## config.mk

```make
export PLATFORM = sky130hd
export DESIGN_NAME = ordered_list_positional_engine_unit
export DESIGN_NICKNAME = d
export VERILOG_FILES = /design/src/rtl/olpe_pkg.sv /design/src/rtl/olpe_slot_ram.sv /design/src/rtl/olpe_free_stack.sv /design/src/rtl/olpe_ctrl.sv /design/src/rtl/ordered_list_positional_engine_unit.sv
export VERILOG_INCLUDE_DIRS = /design/src /design/src/rtl
export SDC_FILE = /design/constraint.sdc
export NUM_CORES = 2
export LEC_CHECK = 0
export BUFFER_PORTS_ARGS = -buffer_cell sky130_fd_sc_hd__buf_2
export CAP_MARGIN = 25
export CORE_MARGIN = 1.5
export CORE_UTILIZATION = 45
export CTS_CLUSTER_SIZE = 25
export DETAILED_ROUTE_END_ITERATION = 6
export SLEW_MARGIN = 0
export SYNTH_ARGS = -nofsm -noshare
export SYNTH_HDL_FRONTEND = slang
export SYNTH_SLANG_ARGS = --single-unit
```

## constraint.sdc

```tcl
create_clock -name clock -period 6.09 [get_ports clock]
set_input_delay 0.3045 -clock clock [delete_from_list [all_inputs] [get_ports clock]]
set_output_delay 0.3045 -clock clock [all_outputs]
set_load 0.1 [all_outputs]
```

## src/rtl/ordered_list_positional_engine_unit_macros.svh

```systemverilog
// Assertion macros for the ordered list engine
`ifndef ORDERED_LIST_POSITIONAL_ENGINE_UNIT_MACROS_SVH
`define ORDERED_LIST_POSITIONAL_ENGINE_UNIT_MACROS_SVH
`ifndef SYNTHESIS
`define OLPE_ASSERT_SAME(label, clk, rst, ante, cons) \
   label: assert property (@(posedge clk) disable iff (rst) (ante) |-> (cons)) \
      else $error("olpe: same-cycle check failed");
`define OLPE_ASSERT_NEXT(label, clk, rst, ante, cons) \
   label: assert property (@(posedge clk) disable iff (rst) (ante) |=> (cons)) \
      else $error("olpe: next-cycle check failed");
`else
`define OLPE_ASSERT_SAME(label, clk, rst, ante, cons)
`define OLPE_ASSERT_NEXT(label, clk, rst, ante, cons)
`endif
`endif

```

## src/rtl/olpe_pkg.sv

```systemverilog
// Shared types and constants of the ordered list engine
`timescale 1ns / 1ps
package olpe_pkg;

   localparam int CAPACITY_DEF = 32;
   localparam int MODE_W       = 3;
   localparam int POS_W        = 6;
   localparam int VALUE_W      = 32;
   localparam int STATUS_W     = 2;
   localparam int COUNT_W      = 6;

   localparam logic [MODE_W-1:0] MODE_INS_FRONT = 3'd0;
   localparam logic [MODE_W-1:0] MODE_INS_END   = 3'd1;
   localparam logic [MODE_W-1:0] MODE_INS_POS   = 3'd2;
   localparam logic [MODE_W-1:0] MODE_DEL_FIRST = 3'd3;
   localparam logic [MODE_W-1:0] MODE_DEL_LAST  = 3'd4;
   localparam logic [MODE_W-1:0] MODE_DEL_POS   = 3'd5;
   localparam logic [MODE_W-1:0] MODE_DUMP      = 3'd6;

   localparam logic [STATUS_W-1:0] STAT_OK    = 2'd0;
   localparam logic [STATUS_W-1:0] STAT_RANGE = 2'd1;
   localparam logic [STATUS_W-1:0] STAT_EMPTY = 2'd2;
   localparam logic [STATUS_W-1:0] STAT_FULL  = 2'd3;

   typedef struct packed {
      logic [MODE_W-1:0]         mode;
      logic [POS_W-1:0]          position;
      logic signed [VALUE_W-1:0] value;
   } olpe_req_type;

   typedef struct packed {
      logic [STATUS_W-1:0]       status;
      logic [COUNT_W-1:0]        entry_count;
      logic signed [VALUE_W-1:0] entry_value;
      logic                      last;
   } olpe_rsp_type;

   typedef struct packed {
      logic n_we;
      logic p_we;
      logic v_we;
   } olpe_ram_we_type;

   typedef struct packed {
      logic pop;
      logic push;
   } olpe_fs_ctl_type;

   typedef enum logic [2:0] {
      ST_IDLE,
      ST_WALK,
      ST_INS_B,
      ST_INS2,
      ST_DEL,
      ST_DUMPA,
      ST_DUMP
   } olpe_state_type;

endpackage

```

## src/rtl/olpe_slot_ram.sv

```systemverilog
// Single write port, single registered read port slot memory
`timescale 1ns / 1ps
module olpe_slot_ram import olpe_pkg::*; #(
   parameter int DEPTH = CAPACITY_DEF,
   parameter int WIDTH = VALUE_W
) (
   input  logic                     clock,
   input  logic                     we,
   input  logic [$clog2(DEPTH)-1:0] waddr,
   input  logic [WIDTH-1:0]         wdata,
   input  logic [$clog2(DEPTH)-1:0] raddr,
   output logic [WIDTH-1:0]         rdata
);

   logic [WIDTH-1:0] mem_ff [DEPTH];
   logic [WIDTH-1:0] rdata_ff;

   always_ff @(posedge clock) begin
      if (we) begin
         mem_ff[waddr] <= wdata;
      end
      rdata_ff <= mem_ff[raddr];
   end

   assign rdata = rdata_ff;

endmodule

```

## src/rtl/olpe_free_stack.sv

```systemverilog
// Free-slot stack with low-water mark standing in for the reset fill
`timescale 1ns / 1ps
module olpe_free_stack import olpe_pkg::*; #(
   parameter int CAPACITY = CAPACITY_DEF
) (
   input  logic                        clock,
   input  logic                        reset,
   input  olpe_fs_ctl_type             fs_ctl,
   input  logic [$clog2(CAPACITY)-1:0] push_slot,
   output logic [$clog2(CAPACITY)-1:0] new_slot
);

   localparam int SLOT_W = $clog2(CAPACITY);
   localparam int CNT_W  = $clog2(CAPACITY + 1);

   logic [CNT_W-1:0]  top_ff, top_in;
   logic [CNT_W-1:0]  lw_ff, lw_in;
   logic [CNT_W-1:0]  top_dec;
   logic [SLOT_W-1:0] pop_idx, push_idx;
   logic [SLOT_W-1:0] stack_ff [CAPACITY];
   logic [SLOT_W-1:0] rd_ff;
   logic [SLOT_W-1:0] fresh_idx_ff;
   logic              fresh_ff;
   logic              untouched;

   assign top_dec   = top_ff - 1'b1;
   assign pop_idx   = top_dec[SLOT_W-1:0];
   assign push_idx  = top_ff[SLOT_W-1:0];
   // entries below the low-water mark were never written and still hold their own index
   assign untouched = (top_ff <= lw_ff);

   always_ff @(posedge clock) begin
      if (reset) begin
         top_ff <= CNT_W'(CAPACITY);
         lw_ff  <= CNT_W'(CAPACITY);
      end else begin
         top_ff <= top_in;
         lw_ff  <= lw_in;
      end
   end

   always_comb begin
      top_in = top_ff;
      lw_in  = lw_ff;
      if (fs_ctl.pop) begin
         top_in = top_dec;
         if (untouched) begin
            lw_in = top_dec;
         end
      end else if (fs_ctl.push) begin
         top_in = top_ff + 1'b1;
      end
   end

   always_ff @(posedge clock) begin
      if (fs_ctl.push) begin
         stack_ff[push_idx] <= push_slot;
      end
      if (fs_ctl.pop) begin
         rd_ff        <= stack_ff[pop_idx];
         fresh_ff     <= untouched;
         fresh_idx_ff <= pop_idx;
      end
   end

   assign new_slot = fresh_ff ? fresh_idx_ff : rd_ff;

endmodule

```

## src/rtl/olpe_ctrl.sv

```systemverilog
// Sequencer: checks, link walk, relink steps and result generation
`timescale 1ns / 1ps
module olpe_ctrl import olpe_pkg::*; #(
   parameter int CAPACITY = CAPACITY_DEF
) (
   input  logic                        clock,
   input  logic                        reset,
   input  logic                        start,
   output logic                        busy,
   input  olpe_req_type                req_data,
   output logic                        rsp_strobe,
   output olpe_rsp_type                rsp_data,
   output logic [$clog2(CAPACITY)-1:0] rd_addr,
   input  logic [$clog2(CAPACITY)-1:0] n_rdata,
   input  logic [$clog2(CAPACITY)-1:0] p_rdata,
   input  logic [VALUE_W-1:0]          v_rdata,
   output olpe_ram_we_type             ram_we,
   output logic [$clog2(CAPACITY)-1:0] n_waddr,
   output logic [$clog2(CAPACITY)-1:0] n_wdata,
   output logic [$clog2(CAPACITY)-1:0] p_waddr,
   output logic [$clog2(CAPACITY)-1:0] p_wdata,
   output logic [$clog2(CAPACITY)-1:0] v_waddr,
   output logic [VALUE_W-1:0]          v_wdata,
   output olpe_fs_ctl_type             fs_ctl,
   output logic [$clog2(CAPACITY)-1:0] push_slot,
   input  logic [$clog2(CAPACITY)-1:0] new_slot
);

   localparam int SLOT_W = $clog2(CAPACITY);
   localparam int CNT_W  = $clog2(CAPACITY + 1);
   localparam int CMP_W  = (CNT_W > POS_W) ? CNT_W : POS_W;

   olpe_state_type    state_ff, state_in;
   logic [MODE_W-1:0] mode_ff, mode_in;
   logic [VALUE_W-1:0] val_ff, val_in;
   logic [SLOT_W-1:0] steps_ff, steps_in;
   logic [SLOT_W-1:0] a_ff, a_in;
   logic [SLOT_W-1:0] b_ff, b_in;
   logic [SLOT_W-1:0] tail_ff, tail_in;
   logic [CNT_W-1:0]  count_ff, count_in;
   logic [CNT_W-1:0]  kidx_ff, kidx_in;
   logic              walk_ins_ff, walk_ins_in;
   logic              rsp_strobe_ff, rsp_strobe_in;
   olpe_rsp_type      rsp_ff, rsp_in;

   logic [CMP_W-1:0]  pos_x, cnt_x;
   logic              full, empty, accept, dump_last;

   assign pos_x     = CMP_W'(req_data.position);
   assign cnt_x     = CMP_W'(count_ff);
   assign full      = (count_ff == CNT_W'(CAPACITY));
   assign empty     = (count_ff == '0);
   assign accept    = start && (state_ff == ST_IDLE);
   assign dump_last = (kidx_ff == count_ff - 1'b1);

   always_ff @(posedge clock) begin
      if (reset) begin
         state_ff      <= ST_IDLE;
         tail_ff       <= '0;
         count_ff      <= '0;
         rsp_strobe_ff <= 1'b0;
      end else begin
         state_ff      <= state_in;
         tail_ff       <= tail_in;
         count_ff      <= count_in;
         rsp_strobe_ff <= rsp_strobe_in;
      end
   end

   always_ff @(posedge clock) begin
      mode_ff     <= mode_in;
      val_ff      <= val_in;
      steps_ff    <= steps_in;
      a_ff        <= a_in;
      b_ff        <= b_in;
      kidx_ff     <= kidx_in;
      walk_ins_ff <= walk_ins_in;
      rsp_ff      <= rsp_in;
   end

   // one shared read address for the next, prev and value memories
   assign rd_addr = (state_ff == ST_IDLE) ? tail_ff : n_rdata;

   always_comb begin
      state_in      = state_ff;
      mode_in       = mode_ff;
      val_in        = val_ff;
      steps_in      = steps_ff;
      a_in          = a_ff;
      b_in          = b_ff;
      tail_in       = tail_ff;
      count_in      = count_ff;
      kidx_in       = kidx_ff;
      walk_ins_in   = walk_ins_ff;
      rsp_strobe_in = 1'b0;
      rsp_in.status      = STAT_OK;
      rsp_in.entry_value = '0;
      rsp_in.last        = 1'b1;
      ram_we        = '0;
      n_waddr       = new_slot;
      n_wdata       = n_rdata;
      p_waddr       = new_slot;
      p_wdata       = a_ff;
      v_waddr       = new_slot;
      v_wdata       = val_ff;
      fs_ctl        = '0;

      unique case (state_ff)
         ST_IDLE: begin
            if (accept) begin
               mode_in     = req_data.mode;
               val_in      = req_data.value;
               a_in        = tail_ff;
               walk_ins_in = 1'b0;
               steps_in    = SLOT_W'(req_data.position - 1'b1);
               kidx_in     = '0;
               unique case (req_data.mode)
                  MODE_INS_FRONT, MODE_INS_END: begin
                     if (full) begin
                        rsp_strobe_in = 1'b1;
                        rsp_in.status = STAT_FULL;
                     end else begin
                        fs_ctl.pop = 1'b1;
                        state_in   = ST_INS_B;
                     end
                  end
                  MODE_INS_POS: begin
                     if (pos_x > cnt_x) begin
                        rsp_strobe_in = 1'b1;
                        rsp_in.status = STAT_RANGE;
                     end else if (full) begin
                        rsp_strobe_in = 1'b1;
                        rsp_in.status = STAT_FULL;
                     end else if (pos_x == '0 || empty) begin
                        fs_ctl.pop = 1'b1;
                        state_in   = ST_INS_B;
                     end else begin
                        fs_ctl.pop  = 1'b1;
                        walk_ins_in = 1'b1;
                        state_in    = ST_WALK;
                     end
                  end
                  MODE_DEL_FIRST: begin
                     if (empty) begin
                        rsp_strobe_in = 1'b1;
                        rsp_in.status = STAT_EMPTY;
                     end else begin
                        steps_in = '0;
                        state_in = ST_WALK;
                     end
                  end
                  MODE_DEL_LAST: begin
                     if (empty) begin
                        rsp_strobe_in = 1'b1;
                        rsp_in.status = STAT_EMPTY;
                     end else begin
                        state_in = ST_DEL;
                     end
                  end
                  MODE_DEL_POS: begin
                     if (empty) begin
                        rsp_strobe_in = 1'b1;
                        rsp_in.status = STAT_EMPTY;
                     end else if (pos_x == '0 || pos_x > cnt_x) begin
                        rsp_strobe_in = 1'b1;
                        rsp_in.status = STAT_RANGE;
                     end else begin
                        state_in = ST_WALK;
                     end
                  end
                  MODE_DUMP: begin
                     if (empty) begin
                        rsp_strobe_in = 1'b1;
                        rsp_in.status = STAT_EMPTY;
                     end else begin
                        state_in = ST_DUMPA;
                     end
                  end
                  default: begin
                     rsp_strobe_in = 1'b1;
                  end
               endcase
            end
         end
         ST_WALK: begin
            // read data holds the current slot; the same read fetches its links
            if (steps_ff == '0) begin
               a_in     = n_rdata;
               state_in = walk_ins_ff ? ST_INS_B : ST_DEL;
            end else begin
               steps_in = steps_ff - 1'b1;
            end
         end
         ST_INS_B: begin
            ram_we.n_we = 1'b1;
            ram_we.p_we = 1'b1;
            ram_we.v_we = 1'b1;
            b_in        = n_rdata;
            if (empty) begin
               n_wdata       = new_slot;
               p_wdata       = new_slot;
               tail_in       = new_slot;
               count_in      = count_ff + 1'b1;
               rsp_strobe_in = 1'b1;
               state_in      = ST_IDLE;
            end else begin
               state_in = ST_INS2;
            end
         end
         ST_INS2: begin
            ram_we.n_we = 1'b1;
            ram_we.p_we = 1'b1;
            n_waddr     = a_ff;
            n_wdata     = new_slot;
            p_waddr     = b_ff;
            p_wdata     = new_slot;
            if (mode_ff == MODE_INS_END || (walk_ins_ff && a_ff == tail_ff)) begin
               tail_in = new_slot;
            end
            count_in      = count_ff + 1'b1;
            rsp_strobe_in = 1'b1;
            state_in      = ST_IDLE;
         end
         ST_DEL: begin
            if (count_ff == CNT_W'(1)) begin
               tail_in = '0;
            end else begin
               ram_we.n_we = 1'b1;
               ram_we.p_we = 1'b1;
               n_waddr     = p_rdata;
               n_wdata     = n_rdata;
               p_waddr     = n_rdata;
               p_wdata     = p_rdata;
               if (a_ff == tail_ff) begin
                  tail_in = p_rdata;
               end
            end
            fs_ctl.push   = 1'b1;
            count_in      = count_ff - 1'b1;
            rsp_strobe_in = 1'b1;
            state_in      = ST_IDLE;
         end
         ST_DUMPA: begin
            state_in = ST_DUMP;
         end
         ST_DUMP: begin
            rsp_strobe_in      = 1'b1;
            rsp_in.entry_value = $signed(v_rdata);
            rsp_in.last        = dump_last;
            kidx_in            = kidx_ff + 1'b1;
            if (dump_last) begin
               state_in = ST_IDLE;
            end
         end
         default: begin
            state_in = ST_IDLE;
         end
      endcase

      rsp_in.entry_count = COUNT_W'(count_in);
   end

   assign busy       = (state_ff != ST_IDLE);
   assign rsp_strobe = rsp_strobe_ff;
   assign rsp_data   = rsp_ff;
   assign push_slot  = a_ff;

endmodule

```

## src/rtl/ordered_list_positional_engine_unit.sv

```systemverilog
// Top level of the ordered list engine: slot memories, free stack and sequencer
`timescale 1ns / 1ps
`include "ordered_list_positional_engine_unit_macros.svh"
// Circular doubly linked list of up to CAPACITY signed 32-bit entries. An item is
// taken when start is high and busy low; results appear one cycle each on rsp_data
// with rsp_strobe high and cannot be held off. An error or an unused mode is
// answered straight from idle; inserts at front or end and deletes of the last
// entry relink without a walk, while deletes of the first entry, inserts after a
// nonzero position and deletes at a position first walk the next links. A dump
// returns one entry per cycle. busy stays high until the final result is being
// registered. The link walk follows one next link per cycle through the single
// read port of the link memories.
module ordered_list_positional_engine_unit import olpe_pkg::*; #(
   parameter int CAPACITY = CAPACITY_DEF
) (
   input  logic         clock,
   input  logic         reset,
   input  logic         start,
   output logic         busy,
   input  olpe_req_type req_data,
   output logic         rsp_strobe,
   output olpe_rsp_type rsp_data
);

   localparam int SLOT_W = $clog2(CAPACITY);

   logic [SLOT_W-1:0]  rd_addr;
   logic [SLOT_W-1:0]  n_rdata, p_rdata;
   logic [VALUE_W-1:0] v_rdata;
   olpe_ram_we_type    ram_we;
   logic [SLOT_W-1:0]  n_waddr, n_wdata, p_waddr, p_wdata, v_waddr;
   logic [VALUE_W-1:0] v_wdata;
   olpe_fs_ctl_type    fs_ctl;
   logic [SLOT_W-1:0]  push_slot, new_slot;

   olpe_slot_ram #(.DEPTH(CAPACITY), .WIDTH(SLOT_W)) u_next_ram (
      .clock (clock),
      .we    (ram_we.n_we),
      .waddr (n_waddr),
      .wdata (n_wdata),
      .raddr (rd_addr),
      .rdata (n_rdata)
   );

   olpe_slot_ram #(.DEPTH(CAPACITY), .WIDTH(SLOT_W)) u_prev_ram (
      .clock (clock),
      .we    (ram_we.p_we),
      .waddr (p_waddr),
      .wdata (p_wdata),
      .raddr (rd_addr),
      .rdata (p_rdata)
   );

   olpe_slot_ram #(.DEPTH(CAPACITY), .WIDTH(VALUE_W)) u_value_ram (
      .clock (clock),
      .we    (ram_we.v_we),
      .waddr (v_waddr),
      .wdata (v_wdata),
      .raddr (rd_addr),
      .rdata (v_rdata)
   );

   olpe_free_stack #(.CAPACITY(CAPACITY)) u_free_stack (
      .clock     (clock),
      .reset     (reset),
      .fs_ctl    (fs_ctl),
      .push_slot (push_slot),
      .new_slot  (new_slot)
   );

   olpe_ctrl #(.CAPACITY(CAPACITY)) u_ctrl (
      .clock      (clock),
      .reset      (reset),
      .start      (start),
      .busy       (busy),
      .req_data   (req_data),
      .rsp_strobe (rsp_strobe),
      .rsp_data   (rsp_data),
      .rd_addr    (rd_addr),
      .n_rdata    (n_rdata),
      .p_rdata    (p_rdata),
      .v_rdata    (v_rdata),
      .ram_we     (ram_we),
      .n_waddr    (n_waddr),
      .n_wdata    (n_wdata),
      .p_waddr    (p_waddr),
      .p_wdata    (p_wdata),
      .v_waddr    (v_waddr),
      .v_wdata    (v_wdata),
      .fs_ctl     (fs_ctl),
      .push_slot  (push_slot),
      .new_slot   (new_slot)
   );

   // an accepted item either answers at once or keeps the block busy
   `OLPE_ASSERT_NEXT(a_accept_progress, clock, reset, start && !busy, busy || rsp_strobe)
   // a dump streams without gaps until its last entry
   `OLPE_ASSERT_NEXT(a_dump_no_gap, clock, reset, rsp_strobe && !rsp_data.last, rsp_strobe)
   // while an item still owes results, no new item can be taken
   `OLPE_ASSERT_SAME(a_busy_mid_item, clock, reset, rsp_strobe && !rsp_data.last, busy)

endmodule

```

Word level (Yosys, flattened, before mapping)
Memory sizes are Yosys's and may differ from the RTL's. A register that Yosys moved wholly into a read port is not among the register bits.
Cells that the tools add are included.
W data, S select, Z words.
Operators by class
  $add $sub $neg: 7
  order comparisons: 2
  eq/ne operators: 33
  multiplexer cells: 78
  bitwise operators: 1
  reductions and logical operators: 27
Operator list (count)
  $mux W5: 17
  $pmux W5 S2: 5
  $mux W3: 12
  $pmux W5 S3: 2
  $mux W6: 4
  $ne A3 B3 Y1 const B: 8
  $mux W1: 22
  $add A6 B1 Y6 const B: 3
  $eq A3 B3 Y1 const B: 6
  $pmux W3 S6: 1
  $pmux W6 S3: 1
  $pmux W3 S5: 1
  $mux W2: 7
  $eq A3 B2 Y1 const B: 4
  $logic_not A6 Y1: 2
  $pmux W6 S2: 1
  $reduce_and A12 Y1: 1
  $sub A6 B1 Y6 const B: 2
  $ne A2 B1 Y1 const B: 5
  $sub A5 B1 Y5 const B: 2
  $eq A3 B1 Y1 const B: 3
  $reduce_or A3 Y1: 3
  $pmux W2 S4: 1
  $ne A7 B7 Y1 const B: 1
  23 further kinds: 34
Storage, ports and cells
  register bits after elaboration: 131
  bits in writable memories: 1504
  output and inout port bits: 43
  word-level logic and storage cells: 171
  memories: 4
Memory list
  u_value_ram.mem_ff: depth 32, width 32, read ports 1, clocked after Yosys merged registers in 1, wr ports 1, line olpe_slot_ram.sv:15  | logic [WIDTH-1:0] mem_ff [DEPTH];
  u_free_stack.stack_ff: depth 32, width 5, read ports 1, clocked after Yosys merged registers in 1, wr ports 1, line olpe_free_stack.sv:20  | logic [SLOT_W-1:0] stack_ff [CAPACITY];
  u_next_ram.mem_ff: depth 32, width 5, read ports 1, clocked after Yosys merged registers in 1, wr ports 1, line olpe_slot_ram.sv:15
  u_prev_ram.mem_ff: depth 32, width 5, read ports 1, clocked after Yosys merged registers in 1, wr ports 1, line olpe_slot_ram.sv:15

Depth between registers and ports, before layout
  word-level depth: 8
  gate-level depth with buffers: 12
  mapped depth without buffers: 8

By module
Synthesis repeated with hierarchy kept, for this count alone.
Unflattened totals
  cells, all modules: 3722
  area, all modules: 66042.1 um2
Modules (own cells, without submodules)
  olpe_slot_ram at u_value_ram: times used 1, cells each 2260, area an instance 40485.1 um2, sequential area each 31390.1 um2
  olpe_slot_ram at u_next_ram ...: times used 2, cells each 277, area an instance 6344.8 um2, sequential area each 4904.7 um2
  olpe_free_stack: times used 1, cells each 424, area an instance 7704.9 um2, sequential area each 5375.2 um2
  olpe_ctrl: times used 1, cells each 484, area an instance 5162.5 um2, sequential area each 2832.7 um2

Worst setup path after synthesis
OpenSTA, ideal clock, no wires.
  kind: register -> register
  start point: reg u_free_stack.top_ff[0]
  end point: reg u_free_stack.rd_ff[0], read port of u_free_stack.stack_ff (data pin)
  library setup time: 0.253 ns
  arrival time: 3.004 ns
  setup slack: 2.833 ns
  cell stages (with the launch flop): 11
  period minus slack after synthesis: 3.257 ns
  cell sequence: dfxtp_1 -> buf_2 -> buf_1 -> inv_1 -> ha_1 -> clkbuf_1 -> clkbuf_1 -> mux4_2 -> mux4_2 -> nand2_1 -> nand2_1
On the way
  word-level cells in the longest chain between the ends: 1
Ends and longest elaborated chain
  start, declared: line olpe_free_stack.sv:16  | logic [CNT_W-1:0] top_ff, top_in;
  start signal, assigned: line olpe_free_stack.sv:34  | top_ff <= CNT_W'(CAPACITY);
  start signal, assigned: line olpe_free_stack.sv:37  | top_ff <= top_in;
  $sub A6 B1 Y6: line olpe_free_stack.sv:26  | assign top_dec = top_ff - 1'b1;
  named net u_free_stack.top_dec[0]: line olpe_free_stack.sv:18  | logic [CNT_W-1:0] top_dec;
  end, declared: line olpe_free_stack.sv:21  | logic [SLOT_W-1:0] rd_ff;
The timed path passes the listed nets, and every way through them passes these cells.
A chain may end at the register's enable or synchronous reset.

Final worst setup path
  start point: reg u_ctrl.state_ff[2]
  end point: mem u_next_ram.mem_ff[1][2] in the netlist's numbering (enable)
On the way
  word-level cells in the longest chain between the ends: 5
Ends and longest elaborated chain
  start, declared: line olpe_ctrl.sv:33  | olpe_state_type state_ff, state_in;
  start signal, assigned: line olpe_ctrl.sv:63  | state_ff <= state_in;
  $eq A3 B2 Y1: line olpe_ctrl.sv:108  | unique case (state_ff)
  $reduce_or A2 Y1 (no source line)
  $pmux W2 S2: line olpe_ctrl.sv:108
  $mux W1: line olpe_slot_ram.sv:19  | if (we) begin
  $mux W1 (implied by the code): line olpe_slot_ram.sv:20  | mem_ff[waddr] <= wdata;
  end, declared: line olpe_slot_ram.sv:15
Several ways; a longest one is shown, not always the timed one.

==> results.yml <==
synthesis:
  synthSimpleGateAreaFrac: 0.07962
  yosys_warnings: 0
  yosys.area_share.adder: 0.004628
  synthesis.nets: 4144
  synth.top_cell.area_share: 0.7275
  synth_compound_area_frac: 0.05991
  synth_top_family_by_area: "simple AND/OR/NAND/NOR gates"
  ys_seq_area_frac: 0.7614
  synthMuxAreaShare: 0.07240
  synth_area_mm2: 0.06489
  ys_types: 66
  synthXorXnorAreaFrac: 0.004994
  syn_avg_cell_area_um2: 15.92
  yosys-top-cells-area: "edfxtp_1, mux2i_1, a32oi_1, nand2_1, dfxtp_1"
  syn_inst: 4076
  yosys_register_bits: 1682
  synth_most_common_cell: "edfxtp_1"
  synth_common_cells: "edfxtp_1, nand2_1, mux2i_1, a32oi_1, nor2_1"
  synth_edf_count: 1572
  yosys.area.top_type: "edfxtp_1"
  synthArstFlopShare: 0
  synth_ff_type: "edfxtp_1"
min_path:
  hold_class: "in2reg"
sta:
  rsz0062_at_grt: "no"
  holdWs_ns: 0.09031
  tns_ns: 0
  fin_crit_sh: 0.6690
  slew_headroom: 0.2850
  worstMarginPinSlew_ns: 1.070
  min_period_ns: 4.074
  finalSetupViolations: 0
  hold_viol: 0
  fmax_ghz: 0.2454
  final_max_slew_viol_count: 0
  finClkSkew_ns: 0.04696
clocking:
  post_cts_buffers: 0
  cts_buffers: 171
  clkLatencyLatePin_ns: 0.80
  cts_buffer_depth: 3
  cts_tree: "done"
  clkSinkCount: 1682
  cts_root_buffer: "clkbuf_16"
  cts_max_level: 4
  clk_pin_slew_worst_paths_ns: 0.06
routing:
  drtPass1Iterations: 6
  drtIter0Drc: 4212
  drcViolationCount: 0
  wire_per_inst_um: 26.05
  ant_nets: 0
  route.vias.total: 36690
  drt-vias-per-instance: 5.806
  routed_wl_um: 164600
setup_path:
  startpoint_type: "flop"
  cpLargestDelayFamily: "simple AND/OR/NAND/NOR gates"
  required_ns: 6.49
  worst-path-buf-inv: 0
  arrival_ns: 4.47
  worst-setup-path-type: "reg2reg"
  path_max_fanout: 17
  cp_cell_sequence: "or3b_1, a21oi_1, nor2_1, nor2b_1, nand2_1, nor3_1"
  cp_slowest_cell: "a21oi_1"
  worstSetupEndpointType: "flop"
  cp_slowest_stage_delay_ns: 0.81
global_route:
  grt_pass1_vias: 35900
  antenna_found_initial: 8
  grt_max_degree: 123
  grt_remaining_overflow: 0
  grt_pass1_wl_um: 240200
  grt_use_total: 0.2233
finish:
  final_nets: 4340
  layoutNonFillerInstCount: 6319
  area_delta_synth_final_pct: 15.00
  fillCellCount: 11650
  drive_above_1_share: 0.1295
  diodes: 0
  fin_util: 0.5207
  finalInstanceArea_mm2: 0.07462
power:
  netSwitchingFraction: 0.3357
  p_comb_frac: 0.287
  leakage_nw: 26.01
  p_int_mw: 23.01
  ir_worst_vdd_uv: 466.2
  cellPowerDensity_mw_per_mm2: 464.3
  power_switching_mw: 11.63
  p_clk_frac: 0.293
  sequentialPowerShare: 0.420
floorplanning:
  start_util: 0.4528
  fp.dieArea_mm2: 0.1465
  io_pins: 87
  die_h_um: 382.7
  rows: 139
  core_area_mm2: 0.1433
  fp.dieW_um: 382.7
place:
  dpl.cell_count: 5941
  dpl_cell_area_mm2: 0.06826
  place_congestion: 0.8345
  dp_hpwl_um: 96680
  numPortBuffers: 86
status:
  outcome: "completed"
run:
  max_cap_viol_count: 0
## power groups by stage
stage | Clock, mW | Combinational (mW) | Sequential (mW)
after floorplan | 0 | 6.13 | 14.8
after global placement | 0 | 9.32 | 15.0
after detailed placement | 0 | 9.59 | 14.9
after CTS | 10.3 | 9.66 | 14.7
after global routing | 10.8 | 10.7 | 14.6
final | 10.1 | 9.95 | 14.5
## cells in the final DEF, fill, tap and decap left out, types with 25 or more instances in the layout
cell type	n
clkinv_1	41
buf_4	77
nand4_1	87
clkbuf_1	40
edfxtp_1	1572
mux2i_1	348
nor2_4	49
dlygate4sd3_1	43
buf_16	28
clkbuf_16	175
a32oi_1	337
dfxtp_1	109
mux4_2	50
buf_2	86
and2_1	38
nor2_1	181
inv_1	25
nand2_1	747
## layer usage
layer	wire length (um)	GRT usage
met2	76060	0.3442
met3	12980	0.04598
met1	70760	0.3174
met5	20	0
met4	4765	0.07444
## worst reg2reg max path, cell delays in order, from the launching register on
cell and delay, ns:
dfxtp_1 0.63, or3b_1 0.75, a21oi_1 0.81, nor2_1 0.28
nor2b_1 0.21, nand2_1 0.29, nor3_1 0.69
## cells by family (layout without fill, tap and decap cells)
family | count (synthesis) | after routing
and+or+nand+nor | 1211 | 1211
buffers and inverters | 253 | 593
muxes | 406 | 406
xor gates and xnor gates | 37 | 37
adders and majority gates | 24 | 24
AOI/OAI and AO/OA | 463 | 463
DFF | 1682 | 1682
## state kept, by name, summed over array words and instances (netlist names), 3 cells and up
register,cells
u_free_stack.rd_ff,5
u_value_ram.mem_ff,1024
u_ctrl.cnt_x,6
u_free_stack.stack_ff,160
u_next_ram.mem_ff,160
u_ctrl.state_ff,3
u_next_ram.rdata,5
u_value_ram.rdata,32
u_ctrl.tail_ff,5
u_ctrl.kidx_ff,6
u_ctrl.b_ff,5
u_prev_ram.mem_ff,160
u_free_stack.top_ff,6
u_free_stack.lw_ff,6
u_free_stack.fresh_idx_ff,5
u_prev_ram.rdata,5
u_ctrl.steps_ff,5
u_ctrl.rsp_data,41
u_ctrl.push_slot,5
u_ctrl.mode_ff,3
u_ctrl.v_wdata,32
## metrics by stage
stage / setup WS (ns) / power, mW
after CTS: 2.146 / 34.67
after global routing: 1.747 / 36.06
after floorplan: 2.833 / 20.95
final: 2.016 / 34.65
after detailed placement: 2.146 / 24.52
after global placement: 2.195 / 24.31
## layout make-up
class,count,area (um^2),share of cell area
Clock buffer,228,4708,0.06309
Clock inverter,89,753.2,0.01009
Inverter,27,101.3,0.001358
Multi-Input combinational cell,2141,14770,0.1979
Sequential cell,1682,49410,0.6621
Tap cell,1903,2381,0.03191
Timing Repair Buffer,249,2500,0.03350
## path summary, 6_finish.rpt
kind / startpoint / endpoint / slack, ns / depth (start not counted)
setup / recovery: u_ctrl.state_ff[2] / u_next_ram.mem_ff[1][2] / 2.02 / 6
hold / removal: req_data[37] / u_ctrl.walk_ins_ff / 0.09 / 4
setup reg to reg: u_ctrl.state_ff[2] / u_next_ram.mem_ff[1][2] / 2.02 / 6
hold reg to reg: u_value_ram.rdata[29] / u_ctrl.rsp_data[30] / 0.42 / 1
## timing repair
action	4_1_cts	5_1_grt
hold endpoints to repair	53	0
gates resized for setup	0	0
hold buffers	43	0
Power figures use the tool's default switching activity.
